==> src/hw/rtl/cbc_pkg.sv <==
package cbc_pkg;

   localparam logic [2:0] MODE_CONGRUENCE = 3'd0;
   localparam logic [2:0] MODE_AT_LEAST   = 3'd1;
   localparam logic [2:0] MODE_AT_MOST    = 3'd2;
   localparam logic [2:0] MODE_GREATER    = 3'd3;
   localparam logic [2:0] MODE_LESS       = 3'd4;
   localparam logic [2:0] MODE_EQUAL      = 3'd5;

   localparam logic [2:0] VERDICT_NONE       = 3'd0;
   localparam logic [2:0] VERDICT_CONSISTENT = 3'd1;
   localparam logic [2:0] VERDICT_CLASH      = 3'd2;
   localparam logic [2:0] VERDICT_INFEASIBLE = 3'd3;
   localparam logic [2:0] VERDICT_PINNED     = 3'd4;
   localparam logic [2:0] VERDICT_OVERFLOW   = 3'd5;

   localparam logic [63:0] FIELD_MAX31 = 64'h7FFF_FFFF;

   typedef enum logic [4:0] {
      OP_NONE,
      OP_LOAD,
      OP_DIV_A2,
      OP_SET_A2,
      OP_FIRST,
      OP_EU_INIT,
      OP_EU_DIV,
      OP_EU_MUL,
      OP_EU_UPD,
      OP_DIV_DIFF,
      OP_SET_CLASH,
      OP_SET_DQ,
      OP_DIV_N1G,
      OP_SET_N1G,
      OP_DIV_M2,
      OP_SET_M2,
      OP_LCM_MUL,
      OP_SET_OVF,
      OP_DIV_D,
      OP_SET_D,
      OP_DIV_INV,
      OP_SET_INV,
      OP_T_MUL,
      OP_DIV_T,
      OP_SET_T,
      OP_T_ZERO,
      OP_R_MUL,
      OP_COMMIT,
      OP_DIV_FIN,
      OP_EMIT
   } op_type;

   typedef struct packed {
      op_type op;
   } cmd_type;

   typedef struct packed {
      logic div_busy;
      logic merge_en;
      logic last;
      logic agg_empty;
      logic r1_zero;
      logic rem_zero;
      logic lcm_over;
      logic m2_one;
      logic need_bound;
      logic out_full;
   } status_type;

endpackage

==> src/hw/rtl/cbc_divider.sv <==
module cbc_divider
   import cbc_pkg::*;
(
   input  logic        clock,
   input  logic        reset,
   input  logic        start,
   input  logic [63:0] dividend,
   input  logic [30:0] divisor,
   output logic        busy,
   output logic [63:0] quotient,
   output logic [30:0] remainder
);

   logic [63:0] quo_ff, quo_in;
   logic [30:0] rem_ff, rem_in;
   logic [30:0] dsr_ff;
   logic [5:0]  cnt_ff;
   logic        busy_ff;
   logic [31:0] partial;
   logic        take;

   // one quotient bit per cycle, restoring
   always_comb begin
      partial = {rem_ff, quo_ff[63]};
      take    = partial >= {1'b0, dsr_ff};
      rem_in  = take ? 31'(partial - {1'b0, dsr_ff}) : partial[30:0];
      quo_in  = {quo_ff[62:0], take};
   end

   always_ff @(posedge clock) begin
      if (reset) begin
         busy_ff <= 1'b0;
         cnt_ff  <= '0;
      end else if (start) begin
         busy_ff <= 1'b1;
         cnt_ff  <= '1;
         quo_ff  <= dividend;
         rem_ff  <= '0;
         dsr_ff  <= divisor;
      end else if (busy_ff) begin
         quo_ff <= quo_in;
         rem_ff <= rem_in;
         cnt_ff <= cnt_ff - 6'd1;
         if (cnt_ff == 6'd0) begin
            busy_ff <= 1'b0;
         end
      end
   end

   assign busy      = busy_ff;
   assign quotient  = quo_ff;
   assign remainder = rem_ff;

endmodule

==> config.mk <==
export PLATFORM = sky130hd
export DESIGN_NAME = cbc_divider
export DESIGN_NICKNAME = d
export VERILOG_FILES = /design/src/hw/rtl/cbc_pkg.sv /design/src/hw/rtl/cbc_divider.sv
export SDC_FILE = /design/constraint.sdc
export NUM_CORES = 1
export LEC_CHECK = 0
export BUFFER_PORTS_ARGS = -buffer_cell sky130_fd_sc_hd__buf_2
export CAP_MARGIN = 0
export CELL_PAD_IN_SITES_DETAIL_PLACEMENT = 0
export CELL_PAD_IN_SITES_GLOBAL_PLACEMENT = 1
export CORE_AREA = 10 10 132 164
export DETAILED_ROUTE_END_ITERATION = 6
export DIE_AREA = 0 0 142 174
export PLACE_DENSITY_LB_ADDON = 0.1
export SYNTH_ARGS = -nofsm -noshare
export SYNTH_HDL_FRONTEND = slang
export SYNTH_SLANG_ARGS = --single-unit
==> constraint.sdc <==
create_clock -name clock -period 9.74 [get_ports clock]
set_input_delay 1.948 -clock clock [delete_from_list [all_inputs] [get_ports clock]]
set_output_delay 1.948 -clock clock [all_outputs]
set_load 0.05 [all_outputs]
After elaboration in Yosys (flattened, before gate mapping)

Index checks and enable logic that the tools add are counted.

Memory bits (read-only): 0
Bits in registers: 133
Bits in latches: 0
RAM bits: 0
Memories: 0
Input bits: 98
Output and inout port bits: 96
Logic and storage cells: 22

Bitwise gates (word level): 1
Div/mod/pow operators: 0
Shift operators: 0
Order comparisons: 1
Eq/ne operators: 0
Add/subtract/negate cells: 2
$mul: 0
Muxes and demuxes: 9
Reductions and logical operators: 4

Operator list:

| cell                | number |
|---|---|
| $mux 64             | 2 |
| $mux 31             | 2 |
| $ge 32x31->1        | 1 |
| $sub 31x31->31      | 1 |
| $mux 6              | 2 |
| $logic_not 6->1     | 1 |
| $sub 6x1->6 const B | 1 |
| $reduce_and 2->1    | 2 |
| $mux 1              | 3 |
| $reduce_bool 2->1   | 1 |
| $not 1->1           | 1 |

Longest topological paths before layout

Gate-level depths: netlist (run 1).

Depth after elaboration: 4
Depth in mapped cells: 13
Gate-level depth less buffers: 11

Worst setup path after synthesis (run 1)

Ideal clock, no wire load.

Path type: input -> register
Start point: input start
End point: register quo_ff[0], in the netlist quotient[0] (enable)
Slack: 2.729 ns
Library setup time: 0.551 ns
Path buffers: 2
Arrival: 6.460 ns
Required time: 9.189 ns
Cell stages on the path: 4
Cells stage by stage: clkbuf_1 clkbuf_1 nor2_1 nor2_1

Longest elaborated chain between the ends: 2

RTL lines:

| what                        | line              | RTL |
|---|---|---|
| start, declared             | cbc_divider.sv:6  | `input logic start,` |
| $reduce_bool 2->1 (no line) | -                 |  |
| $reduce_and 2->1 (no line)  | -                 |  |
| end signal, assigned        | cbc_divider.sv:37 | `quo_ff <= dividend;` |
| end signal, assigned        | cbc_divider.sv:41 | `quo_ff <= quo_in;` |
| end, declared               | cbc_divider.sv:14 | `logic [63:0] quo_ff, quo_in;` |

Every way passes these cells.
A chain may end at the register's enable or synchronous reset.

Worst setup path after layout (run 1)

Start point: input start
End point: register quo_ff[55], in the netlist quotient[55] (enable)

Same word-level chain as after synthesis.

==> results.md, run 1 <==
- Status: finished clean
- Async S/R FF share, synth: 0%
- Area Growth Syn to Fin: 24.1%
- Busiest grt layer: met2
- ANT cells: 0
- Ratio of cells with drive above 1 in the final layout: 39.0%
- Via count: 5376
- Setup bufs post-CTS: 0
- Initial antenna violation count: 2
- GRT Util Overall: 15.9%
- Worst setup margin: 5.74 ns
- Non-filler instance count after layout: around 1000
- Slew HR: between 30% and 40%
- Starting Density: roughly 40%
- Final hold vios: 0
- Max clock buf depth: 2
- Fin Clk Skew: about 0.0098 ns
- Setup_tns: 0 ns
- WL per Instance: ~19 µm
- Post_cts resized: 0
- Hold Buf Count CTS: 0
- Critical Path RT: about 9.8 ns
- CTS tree: done
- CP Cell Sequence: buf_4 -> nor2_1 -> nor2_4 -> buf_4
- Largest delay contributor family on the critical path: buffers and inverters
- CP arrival: between 4 and 5 ns
- HP Class: flip-flop to flip-flop
- Root buffer cell: clkbuf_16
- Synthesized flop and latch total: about 130
- Die X: approximately 140 µm
- Most frequent cells in the layout: buf_2, edfxtp_1, mux2_2, inv_1, nor2_1
- Clock slew at reported path FFs: 0.06 ns
- Post-synthesis sequential area ratio: a little over half
- Syn Nets: about 730
- Die Area: 24700 µm²
- Internal: 1.19 mW
- IO Port Bufs: around 190
- Clock share of power: 33.8%
- Place WS: between 5 and 6 ns
- Crit path launch type: input pin
- Nature of the critical path endpoint: flip-flop
- Post-Syn Area: 7220 µm²
- H-Tree Level Count: 4
- Worst path depth: 4
- Clk sinks: 133
- Skew-Pair Late Insertion Delay: around 0.42 ns
- Grt ovf: 0
- CORE AREA: 18500 µm²
- Storage cell area: 3920 µm²
- Syn_area_per_cell: 12.2 µm²
- Initial DRC count: 218
- Vias per cell: about 5.2
- DR DRC count: 0
- Highest Clock Rate: ~0.25 GHz
- Ys flop type: edfxtp_1
- Most used cell along the critical path: buf_4
- GRT met2 Usage: 25.9%
- WP buf/inv: 2
- Commonest non-fill, non-tap cell in the layout: buf_2
- Cell variety after synth: 65
- Global-route wire length before repair: between 30000 and 40000 µm
- Sequential fraction of design power: between 30 and 40%
- Critical path class: input pin to flip-flop
- Final slew viol count: 0
- Hpwl dp: between 10000 and 15000 µm
- Antenna viol nets, final: 0
- Switching power: between 0.6 and 0.7 mW
- Routability cong.: roughly 0.83
- Post-synth EDFFs: roughly 130
- Routed WL: 19600 µm
- Met1 Use GR: between 10% and 20%
- Hold depth: 1
- Worst Reg-to-Reg Cells: 10
- Period utilisation layout: between 40% and 50%
- Area of the multi-input gates: 3030 µm²
- Max Cap Violations: 0
- Placed insts: 1000
- Largest net degree at the start of global routing: a little under 70
- Final net count: just over 900
- Leakage: 3.73 nW
- Final min period: ~4 ns
- PD cells: ~200 nW/µm²
- Rows: 56
- Met3 Use GR: under 10%
- Detailed Routing Iterations Pass 1: 6
- Gate power share: a little over a quarter
- Total number of yosys warnings: 0
- Mapped Cells: about 590
- CP max FO: 67
- Switching Fraction: approximately 34%
- Worst-Margin Slew: ~0.93 ns
- Top Ports: roughly 190
- Fillers: approximately 1700
- RSZ-0062 raised after global routing: no
- Slowest cell on crit path: buf_4
- Worst vdd ir: approximately 0.00012 V
- TritonCTS buffer count: 17
- Crit path largest cell delay: 0.85 ns
- Setup Viol. Count Final: 0
- Chip Height: roughly 170 µm
- Vias in the first global route: 5839
-- power by group through the flow --
stage | clock (mW) | combinational, mW | sequential, mW
finish | 0.612 | 0.484 | 0.715
CTS | 0.625 | 0.490 | 0.716
floorplan | 0 | 0.264 | 0.834
detailed placement | 0 | 0.489 | 0.727
global placement | 0 | 0.485 | 0.727
global route | 0.652 | 0.532 | 0.721
-- sequential cells by signal, indices dropped and copies added (netlist names) --
name	count
busy	1
cnt_ff	6
dsr_ff	31
quotient	64
remainder	31
-- routing by layer --
metal | wire length [µm] | vias up | part of all wire [%]
met4 | 257 | 2 | 1.3
met3 | 1690 | 23 | 8.6
met2 | 9620 | 166 | 49
met5 | 7 | - | 0.036
met1 | 8010 | 2574 | 41
li1 | - | 2611 | -
-- logic make-up after synthesis --
| group | synth area share (%) |
|---|---|
| buf+inv | 3.95 |
| mux | 11.1 |
| compound gates | 12.7 |
| fa+ha+maj | 5.99 |
| flops | 54.3 |
| simple gates | 9.02 |
| xor+xnor | 2.91 |
-- Yosys cell counts (all sizes together) (5+ instances only) --
library cell / n / area [µm²]
nand2: 19 / 71.3
xor2: 5 / 43.8
nor2b: 5 / 31.3
nand3: 14 / 70.1
buf: 13 / 67.6
a31oi: 8 / 50.1
mux2: 63 / 709
dfxtp: 7 / 140
inv: 48 / 180
o21a: 5 / 37.5
o31a: 5 / 53.8
mux2i: 9 / 90.1
clkbuf: 10 / 37.5
edfxtp: 126 / 3780
o311ai: 5 / 43.8
nor2: 50 / 188
a21oi: 40 / 211
xnor2: 19 / 166
and3: 5 / 31.3
a21o: 8 / 60.1
ha: 33 / 413
nand2b: 5 / 31.3
a211oi: 6 / 45.0
nor3: 13 / 65.1
o21ai: 18 / 105
-- per-stage QoR --
step	area (µm²)	power [mW]	utilization, %	hold slack, ns
after floorplan	7220	1.10	-	0.472
after global placement	8420	1.21	45.5	0.481
after detailed placement	8420	1.22	45.5	0.492
after CTS	8960	1.83	48.5	0.508
after global routing	8960	1.91	48.5	0.545
final	8960	1.81	48.5	0.500
-- worst paths after layout --
kind,startpoint,end,slack [ns]
max,start,quotient[55]$_DFFE_PP_,5.74
min,cnt_ff[5]$_SDFFE_PP0N_,busy$_SDFF_PP0_,0.50
max reg2reg,remainder[16]$_SDFFCE_PP0P_,remainder[5]$_SDFFCE_PP0P_,6.12
min reg2reg,cnt_ff[5]$_SDFFE_PP0N_,busy$_SDFF_PP0_,0.50
-- final cells by class --
type | instances | share of cell area [%]
multi-input combinational | 390 | 33.7
tap | 232 | 3.24
inverter | 48 | 2.01
clock inverter | 14 | 1.31
sequential | 133 | 43.8
clock buffer | 18 | 4.79
timing repair buffer | 197 | 11.1
(Power assumes the default switching activity.)
==> run 2, diff against run 1 <==
CORE_AREA = 10 10 135 168   (was 10 10 132 164)
DIE_AREA = 0 0 145 178   (was 0 0 142 174)
clock period = 3.3 ns   (was 9.74 ns; I/O delays follow)
==> results.md, run 2 (synthesized netlist as in run 1, its figures left out) <==
- Status: finished clean
- Starting Density: approximately 37%
- Vias in the first global route: ~6000
- WHS: roughly 0.41 ns
- Antenna viol nets, final: 0
- Final min period: between 2 and 3 ns
- Max clock buf depth: 2
- IO Port Bufs: 193
- CORE AREA: roughly 19000 µm²
- Gate power share: roughly 27%
- Max Cap Violations: 0
- Period utilisation layout: about nine tenths
- Final slew viol count: 0
- Final net count: 922
- Ratio of cells with drive above 1 in the final layout: 39.3%
- DR DRC count: 0
- Largest net degree at the start of global routing: 77
- WL per Instance: 18.6 µm
- H-Tree Level Count: 4
- Routed WL: 19800 µm
- Met3 Use GR: under 10%
- Non-filler instance count after layout: roughly 1100
- Area Growth Syn to Fin: 25.6%
- Rows: 57
- Root buffer cell: clkbuf_16
- Setup bufs post-CTS: 0
- CP max FO: 4
- Commonest non-fill, non-tap cell in the layout: buf_2
- Highest Clock Rate: approximately 0.34 GHz
- Finished Core Util: ~47%
- Pwr Total: between 5 and 6 mW
- Worst Reg-to-Reg Cells: 10
- Chip Height: 178 µm
- Place WS: around 0.39 ns
- CTS tree: done
- CP Cell Sequence: inv_1 -> ha_1 -> fa_1 -> nor2b_1 -> o31a_2 -> o21ai_4 -> o31ai_1 -> a31oi_1 -> a2111oi_2 -> o311ai_1
- PD cells: between 500 and 600 nW/µm²
- Post_cts resized: 0
- Critical path class: flip-flop to flip-flop
- Largest delay contributor family on the critical path: compound AO/OA/AOI/OAI gates
- Placed insts: roughly 1000
- Slowest cell on crit path: a2111oi_2
- Final Cell Area: 9070 µm²
- Via count: about 5400
- Vias per cell: approximately 5.0
- Busiest grt layer: met2
- GRT Util Overall: 15.4%
- Final hold vios: 0
- Worst vdd ir: 0.000366 V
- Clock share of power: between 30% and 40%
- Fin Clk Skew: 0.0106 ns
- R2R Setup Slk: ~0.38 ns
- GRT met2 Usage: 25.8%
- Number of flip-flops in the largest register: between 60 and 70
- RSZ-0062 raised after global routing: no
- Hpwl dp: about 15000 µm
- Hold Buf Count CTS: 0
- Die X: around 150 µm
- Sequential fraction of design power: between 30 and 40%
- WP buf/inv: 1
- Worst-Margin Slew: ~0.83 ns
- Most frequent cells in the layout: buf_2, edfxtp_1, mux2_2, inv_1, nor2_1
- Worst setup margin: between 0.3 and 0.4 ns
- Hold path start: divisor[6]
- Post-Place Cell Area: about 8500 µm²
- Crit path launch type: flip-flop
- Setup_tns: 0 ns
- Detailed Routing Iterations Pass 1: 4
- Fillers: about 1900
- Switching Fraction: roughly 34%
- WHS Endpoint: dsr_ff[6]$_DFFE_PP_
- Initial antenna violation count: 4
- CP arrival: between 3 and 4 ns
- Leakage: between 3 and 4 nW
- Top Ports: a little under 200
- TritonCTS buffer count: 17
- Crit path largest cell delay: about 0.39 ns
- Setup Viol. Count Final: 0
- Slew HR: 45.0%
- Nature of the critical path endpoint: flip-flop
- Routability cong.: ~0.82
- FF-to-FF Start: quotient[63]$_DFFE_PP_
- Reg2reg end: remainder[30]$_SDFFCE_PP0P_
- Die Area: 25800 µm²
- Clk sinks: ~130
- Grt ovf: 0
- Global-route wire length before repair: between 30000 and 40000 µm
- Clock slew at reported path FFs: about 0.060 ns
- Initial DRC count: ~280
- Critical Path RT: 3.45 ns
- Internal: 3.59 mW
- Skew-Pair Late Insertion Delay: roughly 0.42 ns
- HP Class: input pin to flip-flop
- Hold depth: 1
- Switching power: approximately 1.8 mW
- Met1 Use GR: approximately 17%
## run 2: worst max-delay path by stage
stage	start	end	slack [ns]	cells past startpoint
after floorplan	start	quotient[0]$_DFFE_PP_	0.23	4
after global placement	remainder[25]$_SDFFCE_PP0P_	remainder[29]$_SDFFCE_PP0P_	0.43	10
after detailed placement	quotient[63]$_DFFE_PP_	remainder[30]$_SDFFCE_PP0P_	0.39	10
after CTS	quotient[63]$_DFFE_PP_	remainder[30]$_SDFFCE_PP0P_	0.37	10
after global routing	remainder[16]$_SDFFCE_PP0P_	remainder[19]$_SDFFCE_PP0P_	0.17	9
final	quotient[63]$_DFFE_PP_	remainder[30]$_SDFFCE_PP0P_	0.38	10
## run 2: cell type report
class,instances,area (µm²),share of cell area (%)
repair buffers,200,1050,11.5
well taps,265,332,3.65
diodes,1,2.50,0.0276
multi-input cells,390,3030,33.3
inverters,48,180,1.99
clock inverters,14,140,1.54
flip-flops and latches,133,3920,43.2
clock buffers,17,425,4.69
## run 2: power groups by stage
stage | Clock [mW] | Combinational [mW] | Sequential (mW)
2_1_floorplan | 0 | 0.781 | 2.45
4_1_cts | 1.92 | 1.47 | 2.11
3_3_place_gp | 0 | 1.46 | 2.14
3_5_place_dp | 0 | 1.47 | 2.14
6_report | 1.86 | 1.46 | 2.11
5_1_grt | 1.99 | 1.60 | 2.12
## run 2: per-layer routing
metal / up-vias / routed length (µm)
met5: - / 37
met4: 6 / 259
met3: 23 / 1860
met2: 161 / 9640
met1: 2566 / 8050
li1: 2629 / -
## run 2: worst register-to-register path: stages, from the launching register on
cell and delay [ns]:
edfxtp_1 0.36, inv_1 0.05, ha_1 0.22, fa_1 0.38, nor2b_1 0.21, o31a_2 0.22
o21ai_4 0.09, o31ai_1 0.37, a31oi_1 0.23, a2111oi_2 0.39, o311ai_1 0.14
==> run 3, diff against run 2 <==
CORE_AREA = 10 10 132 164   (was 10 10 135 168)
DIE_AREA = 0 0 142 174   (was 0 0 145 178)
clock period = 2.7 ns   (was 3.3 ns; I/O delays follow)
==> results.md, run 3 (synthesized netlist as in run 1, its figures left out) <==
- Status: finished clean
- Critical Path RT: approximately 2.8 ns
- Clock slew at reported path FFs: around 0.06 ns
- Via count: 5700
- Final slew viol count: 0
- Hpwl dp: around 15000 µm
- Clk sinks: 133
- WHS Endpoint: dsr_ff[3]$_DFFE_PP_
- Chip Height: ~170 µm
- Initial DRC count: slightly above 200
- Crit path launch type: flip-flop
- Top Ports: approximately 190
- Worst setup margin: 0.0396 ns
- Finished Core Util: between 50% and 60%
- Global-route wire length before repair: about 32000 µm
- Routability cong.: ~0.84
- Highest Clock Rate: roughly 0.38 GHz
- Final min period: ~2.7 ns
- Ratio of cells with drive above 1 in the final layout: between 40% and 50%
- Grt ovf: 0
- Period utilisation layout: 98.5%
- Max clock buf depth: 2
- Antenna viol nets, final: 0
- Reg2reg end: remainder[30]$_SDFFCE_PP0P_
- CTS tree: done
- R2R Setup Slk: a little under 0.04 ns
- Area of the multi-input gates: between 3000 and 4000 µm²
- FF-to-FF Start: quotient[63]$_DFFE_PP_
- PD cells: about 700 nW/µm²
- CORE AREA: 18500 µm²
- CP arrival: 2.80 ns
- Vias in the first global route: 6287
- Routed WL: slightly above 20000 µm
- Most frequent cells in the layout: buf_2, edfxtp_1, buf_4, mux2_2, nor2_1
- Place WS: -0.0709 ns
- Fin Clk Skew: roughly 0.018 ns
- Hold depth: 1
- Slew HR: 68.6%
- Initial antenna violation count: 5
- Non-filler instance count after layout: around 1100
- Commonest non-fill, non-tap cell in the layout: buf_2
- Root buffer cell: clkbuf_16
- WL per Instance: 18.3 µm
- Fillers: 1647
- Critical path class: flip-flop to flip-flop
- Hold Buf Count CTS: 0
- Starting Density: between 30 and 40%
- Placed insts: 1073
- Storage cell area: around 3900 µm²
- Leakage: ~4.2 nW
- HP Class: input pin to flip-flop
- Vias per cell: ~5.1
- Die X: approximately 140 µm
- Detailed Routing Iterations Pass 1: 4
- Worst-Margin Slew: roughly 0.46 ns
- Final net count: 1001
- Worst Reg-to-Reg Cells: 13
- Number of flip-flops in the largest register: between 60 and 70
- DR DRC count: 0
- Rows: 56
- GRT Util Overall: roughly 16%
- Max Cap Violations: 0
- H-Tree Level Count: 4
- Final hold vios: 0
- Skew-Pair Late Insertion Delay: about 0.42 ns
- Nature of the critical path endpoint: flip-flop
- Setup Viol. Count Final: 0
- Worst vdd ir: just over 0.0004 V
- IO Port Bufs: a little under 200
- RSZ-0062 raised after global routing: yes
- Hold path start: divisor[3]
- CP max FO: 11
- Die Area: approximately 25000 µm²
- TritonCTS buffer count: 17
- Largest net degree at the start of global routing: 80
- Area Growth Syn to Fin: 39.1%
[run 3: cell count changes in the layout (fill, tap and decap cells not counted), sizes merged]
cell / before / now
buf: 200 / 277
diode: 1 / 4
clkbuf: 17 / 19
clkinv: 1 / 3
clkinvlp: 4 / 2
bufbuf: 0 / 1
[run 3: how the worst max path moves through the flow]
stage | from | end | cells past startpoint
2_1_floorplan | quotient[63]$_DFFE_PP_ | remainder[30]$_SDFFCE_PP0P_ | 10
3_3_place_gp | quotient[63]$_DFFE_PP_ | remainder[30]$_SDFFCE_PP0P_ | 10
3_5_place_dp | remainder[0]$_SDFFCE_PP0P_ | remainder[30]$_SDFFCE_PP0P_ | 10
4_1_cts | dsr_ff[1]$_DFFE_PP_ | remainder[30]$_SDFFCE_PP0P_ | 12
5_1_grt | remainder[15]$_SDFFCE_PP0P_ | remainder[19]$_SDFFCE_PP0P_ | 11
6_report | quotient[63]$_DFFE_PP_ | remainder[30]$_SDFFCE_PP0P_ | 13
[run 3: routing by layer]
metal / up-vias / part of all wire [%] / GRT usage (%)
li1: 2787 / - / -
met1: 2709 / 39 / 17.8
met2: 179 / 50 / 27.2
met3: 23 / 9.5 / 7.72
met4: 2 / 1.5 / 5.12
met5: - / 0.088 / 0
[run 3: cell type report]
cell class	count	area share, %
antenna	4	0.0996
tap	232	2.89
timing repair buffer	279	17.4
multi-input combinational	390	33.1
clock inverter	14	1.39
inverter	48	1.79
sequential	133	39.0
clock buffer	18	4.27
[run 3: what timing repair did]
item,4_1_cts,5_1_grt
gates resized for setup,10,25
pin swaps,6,13
setup buffers,3,3
cloned,2,1
setup endpoints to repair,5,32
[run 3: stage by stage]
step	hold slack, ns	power, mW	area, µm²	TNS [ns]
after floorplan	0.472	4.01	7370	-1.59
after global placement	0.483	4.62	9120	-0.0100
after detailed placement	0.491	4.65	9120	-0.138
after CTS	0.280	7.02	9830	-0.0360
after global routing	0.281	7.41	10000	-1.40
final	0.294	7.05	10000	0
[run 3: report_power, final]
group          switching [mW]  internal (mW)
Combinational            1.29          0.929
Sequential             0.0939           2.48
Clock                   0.969           1.30
Total                    2.35           4.70
[run 3: worst max-delay path, cell delays in order (launching register included)]
cell and delay (ns):
edfxtp_1 0.38, inv_1 0.07, ha_2 0.19, fa_2 0.23, nor2b_4 0.05, o31a_4 0.30, o21ai_4 0.25, o211ai_2 0.13
a21oi_4 0.16, buf_6 0.14, buf_12 0.12, nor4b_1 0.05, a31oi_1 0.17, o311ai_1 0.12
